--- src/rtl/core/sum8_frame_validator_defines.svh ---
// assertion macros for the sum8 frame validator rtl
// no dependencies; included by s8fv_frame_check, the module that carries assertions
`ifndef SUM8_FRAME_VALIDATOR_DEFINES_SVH
`define SUM8_FRAME_VALIDATOR_DEFINES_SVH

// same-cycle implication, disabled while reset is low
`define S8FV_ASSERT_NOW(label, clk, rstn, ante, cons) \
    label: assert property (@(posedge clk) disable iff (!(rstn)) (ante) |-> (cons)) \
        else $error("s8fv assertion failed");

// next-cycle implication, disabled while reset is low
`define S8FV_ASSERT_NEXT(label, clk, rstn, ante, cons) \
    label: assert property (@(posedge clk) disable iff (!(rstn)) (ante) |=> (cons)) \
        else $error("s8fv assertion failed");

`endif

--- src/rtl/core/s8fv_pkg.sv ---
// types and constants of the sum8 frame validator
// no dependencies; imported by every module of the block
`timescale 1ns / 1ps

package s8fv_pkg;

    typedef struct packed {
        logic [7:0] rx_byte;
        logic       end_of_datagram;
    } in_item_t;

    typedef struct packed {
        logic       result_kind;
        logic [7:0] data_byte;
        logic [7:0] payload_index;
        logic [2:0] status;
        logic [7:0] source_id;
        logic [7:0] group_number;
        logic [7:0] declared_length;
    } result_t;

    localparam logic [7:0] PRE0            = 8'h80;
    localparam logic [7:0] PRE1            = 8'h81;
    localparam logic [7:0] MAX_PAYLOAD_RST = 8'hFF;
    localparam logic [9:0] MIN_FRAME       = 10'd6;
    localparam logic [8:0] HDR_LEN         = 9'd5;
    localparam logic [8:0] COUNT_MAX       = 9'd511;

    localparam logic KIND_PAYLOAD = 1'b0;
    localparam logic KIND_STATUS  = 1'b1;

    localparam logic [2:0] ST_OK         = 3'd0;
    localparam logic [2:0] ST_SHORT      = 3'd1;
    localparam logic [2:0] ST_BAD_PRE    = 3'd2;
    localparam logic [2:0] ST_SHORT_LEN  = 3'd3;
    localparam logic [2:0] ST_TOO_LONG   = 3'd4;
    localparam logic [2:0] ST_CHECKSUM   = 3'd5;

endpackage

--- src/rtl/core/s8fv_in_stage.sv ---
// input register of the sum8 frame validator
// depends on s8fv_pkg
`timescale 1ns / 1ps

module s8fv_in_stage (
    input  logic                aclk,
    input  logic                aresetn,
    input  logic                s_valid,
    output logic                s_ready,
    input  s8fv_pkg::in_item_t  s_data,
    input  logic                advance,
    output logic                item_valid,
    output s8fv_pkg::in_item_t  item
);
    import s8fv_pkg::*;

    logic     vld_reg;
    in_item_t data_reg;

    // a held transaction leaving this cycle frees the slot
    assign s_ready    = !vld_reg || advance;
    assign item_valid = vld_reg;
    assign item       = data_reg;

    always_ff @(posedge aclk) begin
        if (!aresetn) begin
            vld_reg <= 1'b0;
        end else if (s_valid && s_ready) begin
            vld_reg <= 1'b1;
        end else if (advance) begin
            vld_reg <= 1'b0;
        end
    end

    always_ff @(posedge aclk) begin
        if (s_valid && s_ready) begin
            data_reg <= s_data;
        end
    end

endmodule

--- src/rtl/core/s8fv_frame_check.sv ---
// datagram state and per-byte check logic of the sum8 frame validator
// depends on s8fv_pkg and sum8_frame_validator_defines.svh
`timescale 1ns / 1ps

`include "sum8_frame_validator_defines.svh"

module s8fv_frame_check (
    input  logic                aclk,
    input  logic                aresetn,
    input  logic                fire,
    input  s8fv_pkg::in_item_t  item,
    input  logic [7:0]          max_payload,
    output logic                res_valid,
    output s8fv_pkg::result_t   res
);
    import s8fv_pkg::*;

    logic [8:0] byte_count_reg, byte_count_next;
    logic [7:0] running_sum_reg, running_sum_next;
    logic       preamble_bad_reg, preamble_bad_next;
    logic [7:0] held_source_reg, held_source_next;
    logic [7:0] held_group_reg, held_group_next;
    logic [7:0] held_length_reg, held_length_next;
    logic       checksum_ok_reg, checksum_ok_next;

    logic       first;
    logic [7:0] b;
    logic [8:0] payload_end;
    logic       emit_payload;
    logic [8:0] pidx_wide;
    logic [9:0] flen;
    logic [9:0] len_need;
    logic [2:0] st;

    assign b = item.rx_byte;

    always_comb begin
        first = (byte_count_reg == 9'd0);

        // first byte of a datagram starts from cleared state
        running_sum_next  = first ? 8'd0 : running_sum_reg;
        preamble_bad_next = first ? 1'b0 : preamble_bad_reg;
        checksum_ok_next  = first ? 1'b0 : checksum_ok_reg;
        held_source_next  = first ? 8'd0 : held_source_reg;
        held_group_next   = first ? 8'd0 : held_group_reg;
        held_length_next  = first ? 8'd0 : held_length_reg;
        byte_count_next   = byte_count_reg;

        payload_end  = HDR_LEN + {1'b0, held_length_next};
        emit_payload = 1'b0;
        pidx_wide    = byte_count_reg - HDR_LEN;

        if (byte_count_reg != COUNT_MAX) begin
            if (byte_count_reg == 9'd0) begin
                preamble_bad_next = (b != PRE0);
            end else if (byte_count_reg == 9'd1) begin
                preamble_bad_next = preamble_bad_next || (b != PRE1);
            end else if (byte_count_reg < HDR_LEN) begin
                if (byte_count_reg == 9'd2) begin
                    held_source_next = b;
                end else if (byte_count_reg == 9'd3) begin
                    held_group_next = b;
                end else begin
                    held_length_next = b;
                end
                running_sum_next = running_sum_next + b;
            end else if (byte_count_reg < payload_end) begin
                running_sum_next = running_sum_next + b;
                emit_payload     = 1'b1;
            end else if (byte_count_reg == payload_end) begin
                checksum_ok_next = (b == running_sum_next);
            end
            byte_count_next = byte_count_reg + 9'd1;
        end

        // verdict, first matching check wins
        flen     = {1'b0, byte_count_reg} + 10'd1;
        len_need = MIN_FRAME + {2'b00, held_length_next};
        if (flen < MIN_FRAME) begin
            st = ST_SHORT;
        end else if (preamble_bad_next) begin
            st = ST_BAD_PRE;
        end else if (flen < len_need) begin
            st = ST_SHORT_LEN;
        end else if (held_length_next > max_payload) begin
            st = ST_TOO_LONG;
        end else if (!checksum_ok_next) begin
            st = ST_CHECKSUM;
        end else begin
            st = ST_OK;
        end

        res = '0;
        if (item.end_of_datagram) begin
            byte_count_next     = 9'd0;
            res.result_kind     = KIND_STATUS;
            res.status          = st;
            res.source_id       = held_source_next;
            res.group_number    = held_group_next;
            res.declared_length = held_length_next;
        end else if (emit_payload) begin
            res.result_kind   = KIND_PAYLOAD;
            res.data_byte     = b;
            res.payload_index = pidx_wide[7:0];
        end
        res_valid = item.end_of_datagram || emit_payload;
    end

    always_ff @(posedge aclk) begin
        if (!aresetn) begin
            byte_count_reg   <= 9'd0;
            running_sum_reg  <= 8'd0;
            preamble_bad_reg <= 1'b0;
            held_source_reg  <= 8'd0;
            held_group_reg   <= 8'd0;
            held_length_reg  <= 8'd0;
            checksum_ok_reg  <= 1'b0;
        end else if (fire) begin
            byte_count_reg   <= byte_count_next;
            running_sum_reg  <= running_sum_next;
            preamble_bad_reg <= preamble_bad_next;
            held_source_reg  <= held_source_next;
            held_group_reg   <= held_group_next;
            held_length_reg  <= held_length_next;
            checksum_ok_reg  <= checksum_ok_next;
        end
    end

    `S8FV_ASSERT_NEXT(a_eod_restarts, aclk, aresetn, fire && item.end_of_datagram, byte_count_reg == 9'd0)
    `S8FV_ASSERT_NEXT(a_count_steps, aclk, aresetn, fire && !item.end_of_datagram && (byte_count_reg != COUNT_MAX), byte_count_reg == $past(byte_count_reg) + 9'd1)
    `S8FV_ASSERT_NOW(a_eod_gives_status, aclk, aresetn, fire && item.end_of_datagram, res_valid && (res.result_kind == KIND_STATUS))
    `S8FV_ASSERT_NOW(a_payload_clean, aclk, aresetn, res_valid && (res.result_kind == KIND_PAYLOAD), (res.status == ST_OK) && (res.declared_length == 8'd0) && (byte_count_reg >= HDR_LEN))

endmodule

--- src/rtl/core/s8fv_out_stage.sv ---
// result register of the sum8 frame validator
// depends on s8fv_pkg
`timescale 1ns / 1ps

module s8fv_out_stage (
    input  logic               aclk,
    input  logic               aresetn,
    input  logic               load,
    input  s8fv_pkg::result_t  res,
    output logic               can_take,
    output logic               m_valid,
    input  logic               m_ready,
    output s8fv_pkg::result_t  m_data
);
    import s8fv_pkg::*;

    logic    vld_reg;
    result_t data_reg;

    // free when empty or when the held transaction leaves this cycle
    assign can_take = !vld_reg || m_ready;
    assign m_valid  = vld_reg;
    assign m_data   = data_reg;

    always_ff @(posedge aclk) begin
        if (!aresetn) begin
            vld_reg <= 1'b0;
        end else if (load) begin
            vld_reg <= 1'b1;
        end else if (m_ready) begin
            vld_reg <= 1'b0;
        end
    end

    always_ff @(posedge aclk) begin
        if (load) begin
            data_reg <= res;
        end
    end

endmodule

--- src/rtl/core/sum8_frame_validator.sv ---
// Checks received datagrams fed one byte per transaction (preamble 0x80 0x81, source, group,
// length, payload, 8-bit additive checksum). One byte is taken every cycle while results
// drain; each byte passes an input register and the check stage into the result register,
// from which its result is presented. The rate is set by the running sum and byte counter
// in the check stage, which are updated once per byte. Payload bytes come out unverified
// as they arrive; the byte marked end of datagram yields one status transaction instead.
// max_payload resets to 255 and is written through the cfg channel; the user must write it
// only while the block is idle, as the block itself does not enforce this.
// top level of the sum8 frame validator
// depends on s8fv_pkg, s8fv_in_stage, s8fv_frame_check, s8fv_out_stage
`timescale 1ns / 1ps

module sum8_frame_validator (
    input  logic                aclk,
    input  logic                aresetn,
    input  logic                s_valid,
    output logic                s_ready,
    input  s8fv_pkg::in_item_t  s_data,
    output logic                m_valid,
    input  logic                m_ready,
    output s8fv_pkg::result_t   m_data,
    input  logic                cfg_valid,
    output logic                cfg_ready,
    input  logic [7:0]          cfg_data
);
    import s8fv_pkg::*;

    logic       max_payload_reg;
    logic [7:0] max_payload_q_reg;
    logic       item_valid;
    in_item_t   item;
    logic       can_take;
    logic       advance;
    logic       res_valid;
    result_t    res;

    assign cfg_ready = 1'b1;
    assign advance   = item_valid && can_take;

    always_ff @(posedge aclk) begin
        if (!aresetn) begin
            max_payload_reg   <= 1'b0;
            max_payload_q_reg <= MAX_PAYLOAD_RST;
        end else if (cfg_valid && cfg_ready) begin
            max_payload_reg   <= 1'b1;
            max_payload_q_reg <= cfg_data;
        end
    end

    s8fv_in_stage u_in (
        .aclk       (aclk),
        .aresetn    (aresetn),
        .s_valid    (s_valid),
        .s_ready    (s_ready),
        .s_data     (s_data),
        .advance    (advance),
        .item_valid (item_valid),
        .item       (item)
    );

    s8fv_frame_check u_check (
        .aclk        (aclk),
        .aresetn     (aresetn),
        .fire        (advance),
        .item        (item),
        .max_payload (max_payload_reg ? max_payload_q_reg : MAX_PAYLOAD_RST),
        .res_valid   (res_valid),
        .res         (res)
    );

    s8fv_out_stage u_out (
        .aclk     (aclk),
        .aresetn  (aresetn),
        .load     (advance && res_valid),
        .res      (res),
        .can_take (can_take),
        .m_valid  (m_valid),
        .m_ready  (m_ready),
        .m_data   (m_data)
    );

endmodule
--- config.mk ---
export PLATFORM = sky130hd
export DESIGN_NAME = sum8_frame_validator
export DESIGN_NICKNAME = d
export VERILOG_FILES = /design/src/rtl/core/s8fv_pkg.sv /design/src/rtl/core/s8fv_in_stage.sv /design/src/rtl/core/s8fv_frame_check.sv /design/src/rtl/core/s8fv_out_stage.sv /design/src/rtl/core/sum8_frame_validator.sv
export VERILOG_INCLUDE_DIRS = /design/src /design/src/rtl/core
export SDC_FILE = /design/constraint.sdc
export NUM_CORES = 1
export LEC_CHECK = 0
export ABC_AREA = 1
export BUFFER_PORTS_ARGS = -buffer_cell sky130_fd_sc_hd__buf_2
export CORE_MARGIN = 2
export CORE_UTILIZATION = 54
export CTS_BUF_LIST = sky130_fd_sc_hd__clkbuf_16
export DETAILED_ROUTE_END_ITERATION = 12
export PLACE_DENSITY = 0.77
export SYNTH_ARGS = -nofsm -noshare
export SYNTH_HDL_FRONTEND = slang
export SYNTH_SLANG_ARGS = --single-unit
--- constraint.sdc ---
create_clock -name aclk -period 5 [get_ports aclk]
set_input_delay 0.75 -clock aclk [delete_from_list [all_inputs] [get_ports aclk]]
set_output_delay 0.75 -clock aclk [all_outputs]
set_load 0.005 [all_outputs]
==> results.cfg, run 1 <==
[yosys]
synth_edf_count = 53
syn_inst = 772
async_flop_share_pct = 0
syn_area_per_cell_um2 = 8.160
synthDistinctLibCells = 53
synth_compound_area_share_pct = 16.78
ys_seq_area_share_pct = 42.42
synth.area.mux_share_pct = 0
ys.flop_type = dfxtp_1
syn-num-nets = 834
ys_warn_count = 0
synth_top_family_by_area = simple AND/OR/NAND/NOR gates
synth-xor-area-share_pct = 1.529
synth_fa_ha_area_share_pct = 8.064
netlist_area_mm2 = 0.006300
synth-seq-cells = 107
synth_simple_gate_area_share_pct = 22.05

[cts]
htreeDepth = 3
cts_tree = built
path_clk_slew_ns = 0.07
cts_setup_buffers = 0
cts_sinks = 107
clockBufferDepth = 2
cts_hold_buf = 0
cts_root_buf = clkbuf_16
clkLatencyLatePin_ns = 0.36
cts_buffers = 9
cts-resized-gates = 0

[detailed_routing]
vias = 5427
via_per_inst = 5.578
drtIter0Drc = 482
postRouteAntennaNets = 0
wl_per_cell_um = 16.00
drc = 0
routed_wirelength_um = 15570
drt_first_pass_iters = 5

[sta]
fin_setup_tns_ns = 0
min_period_ns = 4.276
rsz0062_at_grt = false
hold_violations = 0
relSlewSlack_pct = 56.59
skew_ns = 0.01243
fin_crit_sh_pct = 85.52
worst_slew_pin_slew_ns = 0.6512
drv_slew = 0
max_freq_ghz = 0.2339
final-setup-viol-count = 0

[setup_path]
r2r-end = u_out.m_data[29]
worstSetupPathType = flip-flop to flip-flop
crit_fanout = 45
reg2regPathDepth = 26
crit_path_end_kind = flip-flop
worst_ep_arrival_time_ns = 4.26
path_delay_family = simple AND/OR/NAND/NOR gates
path_common_cell = nand2_1
cpPeakStageDelay_ns = 0.51
crit_required_ns = 4.99
r2r_start = u_check.byte_count_reg[0]
cp.depth = 26
cp-startpoint = u_check.byte_count_reg[0]
crit_path_end = u_out.m_data[29]
crit_path_start_kind = flip-flop
crit_slowest_cell = buf_4
crit_buf_inv = 7
r2r_slack_ns = 0.72

[global_route]
grt.total_usage_pct = 25.18
grt_pass1_wl_um = 25300
grt_overflow = 0
grt_pass1_vias = 5178
antenna_found_initial = 0
grt_max_degree = 57

[placed_design]
gp_congestion = 0.9693
io_buffers = 67
place.detailed.hpwl_um = 11400

[layout]
regArea_mm2 = 0.002673
antenna_cells = 0
finish.utilization_pct = 61.23
drive_gt1_share_pct = 16.99
multi_input_area_mm2 = 0.003065
nNetsFinal = 887
area_delta_synth_final_pct = 10.98
fill_cells = 1005
largest_register_ffs = 44

[floorplan]
rows = 39
ios = 69
die_width_um = 112.0
start_util_pct = 55.17
dieArea_mm2 = 0.01255
fp.coreArea_mm2 = 0.01142
die_y_um = 112.0

[power]
peakVddDrop_v = 0.0001642
p_leak_nw = 3.082
power.density_mw_per_mm2 = 267.2

[min_path]
hold_class = flip-flop to flip-flop
holdCritStartpoint = max_payload_q_reg[2]

[job]
maxCapViolations = 0

[status]
status = complete, no violations
==> per-stage QoR <==
stage | hold slack [ns] | instances | instance area (um^2) | setup WS [ns] | power [mW]
after floorplan | 0.4214 | 772 | 6304 | 0.6725 | 1.133
after global placement | 0.4439 | 957 | 6703 | 0.9939 | 1.186
after detailed placement | 0.4468 | 957 | 6703 | 0.8097 | 1.195
after CTS | 0.4644 | 973 | 6992 | 0.7979 | 1.873
after global routing | 0.4837 | 973 | 6992 | 0.3824 | 1.938
final | 0.4647 | 973 | 6992 | 0.7240 | 1.868
==> metal layers <==
layer	GRT usage, %	wire length (um)	up-vias
li1	-	-	2686
met1	34.78	6911	2504
met2	40.12	7221	201
met3	4.104	1008	36
met4	9.756	424	0
met5	0	0	-
==> where the power goes <==
| group | leakage (nW) | total (mW) | switching (mW) | internal, mW |
|---|---|---|---|---|
| combinational | 1.99 | 0.198 | 0.134 | 0.0641 |
| sequential | 0.956 | 0.979 | 0.0252 | 0.954 |
| clock | 0.138 | 0.691 | 0.344 | 0.347 |
==> Yosys cell counts, drive strengths merged (2+ instances only) <==
| cell | count | share of area [%] |
|---|---|---|
| o221ai | 3 | 0.42 |
| a31oi | 8 | 0.79 |
| dfxtp | 54 | 17 |
| and3 | 2 | 0.20 |
| nor3b | 2 | 0.24 |
| nand3 | 34 | 3.1 |
| buf | 8 | 1.1 |
| nor3 | 5 | 0.58 |
| or2 | 2 | 0.20 |
| a22oi | 2 | 0.24 |
| inv | 104 | 6.5 |
| nand4 | 7 | 0.70 |
| clkbuf | 20 | 1.2 |
| edfxtp | 53 | 25 |
| clkinv | 5 | 0.32 |
| ha | 39 | 7.7 |
| xor2 | 8 | 1.1 |
| a21oi | 79 | 6.4 |
| xnor2 | 3 | 0.42 |
| o21ai | 75 | 6.4 |
| nor2 | 88 | 6.6 |
| nor4 | 2 | 0.20 |
| a211oi | 3 | 0.44 |
| nand2 | 147 | 10 |
| o211ai | 12 | 1.7 |
==> worst reg2reg max path, delay by kind of cell, from the launching register on <==
family          cells  cell delay (ns)
fa+ha+maj           2             0.49
simple gates       15             1.66
flops               1             0.38
compound gates      2             0.30
buf+inv             7             1.06
==> cell usage in the layout (no fill, tap or decap), drive strengths merged, types with 9 or more instances in the layout <==
cell and instances:
nor2 88, clkbuf 9, edfxtp 53, o21ai 75, inv 107, a21oi 79
ha 39, nand3 34, dfxtp 54, buf 70, nand2 147, o211ai 12
==> layout make-up <==
class,instances,area share [%]
Tap cell,143,2.559
Sequential cell,107,38.22
Multi-Input combinational cell,528,43.84
Timing Repair Buffer,70,5.118
Clock buffer,9,3.221
Clock inverter,7,0.9127
Inverter,109,6.120
==> kinds of logic (layout without fill, tap and decap cells) <==
logic type	Yosys count	in the layout
flip-flops	107	107
AND/OR/NAND/NOR	291	291
XOR/XNOR	11	11
buffers and inverters	137	195
other	1	1
AO/OA/AOI/OAI	185	185
adder cells (fa/ha/maj)	40	40
==> how the worst min path moves through the flow <==
stage / depth (start not counted) / to / slack [ns]
6_report: 2 / max_payload_q_reg[2] / 0.46
5_1_grt: 2 / max_payload_q_reg[2] / 0.48
4_1_cts: 2 / max_payload_q_reg[0] / 0.46
3_5_place_dp: 2 / max_payload_q_reg[0] / 0.45
3_3_place_gp: 2 / max_payload_q_reg[0] / 0.44
2_1_floorplan: 2 / max_payload_q_reg[0] / 0.42
(Power assumes the default switching activity.)
==> run 2: changes to the inputs <==
BUFFER_PORTS_ARGS = default   (was -buffer_cell sky130_fd_sc_hd__buf_2)
CORE_UTILIZATION = 55   (was 54)
DONT_BUFFER_PORTS = 1   (was default)
PLACE_DENSITY = 0.73   (was 0.77)
SYNTH_HIERARCHICAL = 1   (was default)
==> run 2 against run 1 <==
Compared with the run above:
- clock power grew 6.9%
- sequential power is essentially flat
- register-to-register slack worse by 0.15 ns
- non-clock buffer count shrank 63
- via count down 7.4%
- routed wire length is 3.2% lower
- critical path type unchanged
- largest power group unchanged
==> results.cfg, run 2 <==
[layout]
finish.utilization_pct = 60.43
fin_area_mm2 = 0.006609
antenna_cells = 0
drive_gt1_share_pct = 11.67
area_delta_synth_final_pct = 6.449
largest_register_ffs = 44
final_cells = 877
nNetsFinal = 794
final_cell_mix = nand2_1, inv_1, nor2_1
final_common_cell = nand2_1

[detailed_routing]
via_per_inst = 5.727
postRouteAntennaNets = 0
drtIter0Drc = 330
drt_first_pass_iters = 5
vias = 5023
wl_per_cell_um = 17.17
routed_wirelength_um = 15060
drc = 0

[sta]
skew_ns = 0.01073
relSlewSlack_pct = 40.30
layout_setup_ws_ns = 0.5770
max_freq_ghz = 0.2261
fin_crit_sh_pct = 88.46
min_period_ns = 4.423
hold_violations = 0
worst_slew_pin_slew_ns = 0.8955
fin_setup_tns_ns = 0
drv_slew = 0
rsz0062_at_grt = false
final-setup-viol-count = 0
hold_ws_ns = 0.4625

[setup_path]
r2r_start = u_check/byte_count_reg[1]
crit_fanout = 8
worst_ep_arrival_time_ns = 4.53
worstSetupPathType = flip-flop to flip-flop
crit_required_ns = 5.11
crit_path_end_kind = flip-flop
cp-startpoint = u_check/byte_count_reg[1]
crit_path_start_kind = flip-flop

[yosys]
ys_seq_area_share_pct = 43.05
synthDistinctLibCells = 50
netlist_area_mm2 = 0.006208
syn_inst = 743
async_flop_share_pct = 0
synth_commonest_cells = nand2_1, inv_1, nor2_1
synthTopCellsByArea = edfxtp_1, dfxtp_1, ha_1
ys_warn_count = 6
synth_top_area_share_pct = 25.63
yosysMostFrequentCell = nand2_1
ys.flop_type = dfxtp_1
synth-seq-cells = 107
syn_area_per_cell_um2 = 8.356
synth_edf_count = 53
syn-num-nets = 805
yosys.area.top_type = edfxtp_1

[cts]
cts_tree = built
htreeDepth = 3
path_clk_slew_ns = 0.07
cts_buffers = 9
cts_setup_buffers = 0
clockBufferDepth = 2
clkLatencyLatePin_ns = 0.35
cts_sinks = 107
cts_hold_buf = 0
cts_root_buf = clkbuf_16
cts-resized-gates = 0

[global_route]
grt_pass1_wl_um = 23760
grt_overflow = 0
antenna_found_initial = 0
grt.total_usage_pct = 26.17
grt_max_degree = 68
grt_pass1_vias = 4623

[min_path]
hold_class = flip-flop to flip-flop
holdCritStartpoint = max_payload_q_reg[1]

[floorplan]
dieArea_mm2 = 0.01215
die_y_um = 110.2
ios = 69
die_width_um = 110.2
fp.coreArea_mm2 = 0.01094
rows = 38
start_util_pct = 56.77

[placed_design]
place.detailed.hpwl_um = 11110
place_area_mm2 = 0.006304
gp_congestion = 1.017
io_buffers = 0
place_ws_ns = 0.6436
dp.cells = 861

[power]
p_total_mw = 1.933
p_leak_nw = 2.865
power.density_mw_per_mm2 = 292.5
peakVddDrop_v = 0.0002094

[status]
status = complete, no violations

[job]
maxCapViolations = 0
run 2: final timing paths:
path                                              to  slack (ns)  cells past startpoint
worst min-delay path            max_payload_q_reg[1]        0.46                      2
worst max register to register      u_out/m_data[26]        0.58                     23
worst min register to register  max_payload_q_reg[1]        0.46                      2
worst max-delay path                u_out/m_data[26]        0.58                     23
run 2: where the power goes:
| part | total, mW | internal, mW | switching (mW) | leakage [nW] |
|---|---|---|---|---|
| registers | 1.00 | 0.965 | 0.0361 | 0.931 |
| logic | 0.193 | 0.0611 | 0.132 | 1.78 |
| clock network | 0.739 | 0.398 | 0.341 | 0.155 |
| total | 1.93 | 1.42 | 0.509 | 2.86 |
run 2: final cells by class:
class                   count  area (um^2)
fillers                   988         4327
multi-input cells         498         2972
flip-flops and latches    107         2673
inverters                 109        419.2
clock buffers               9        225.2
well taps                 140        175.2
clock inverters             7        80.08
repair buffers              7        65.06
run 2: worst max-delay path: stages, from the launching register on:
cell and delay (ns):
dfxtp_1 0.48, ha_1 0.25, nand2_1 0.08, nor2_1 0.21, nand2_1 0.11, nor2_1 0.11
ha_1 0.36, inv_1 0.14, nand3_2 0.10, inv_2 0.06, nand2_4 0.14, o22ai_4 0.12
ha_1 0.20, inv_1 0.10, nand3_2 0.11, nor3_2 0.13, xor2_1 0.19, ha_1 0.27
a21o_1 0.16, a2111oi_0 0.49, buf_4 0.21, a21oi_1 0.07, nand2_1 0.07, nor2_1 0.04
run 2: layer usage:
metal | global-route usage (%) | share of wire, %
met5 | 0 | 0
met4 | 10.18 | 3.0
met3 | 4.409 | 5.9
met2 | 40.84 | 45
met1 | 36.22 | 46
run 2: logic make-up after synthesis:
| logic type | count (synthesis) | share of synthesized area (%) |
|---|---|---|
| buf+inv | 138 | 9.210 |
| flops | 107 | 43.05 |
| compound gates | 170 | 16.24 |
| other cells | 1 | 0.06040 |
| simple gates | 262 | 19.73 |
| xor+xnor | 25 | 3.527 |
| fa+ha+maj | 40 | 8.182 |
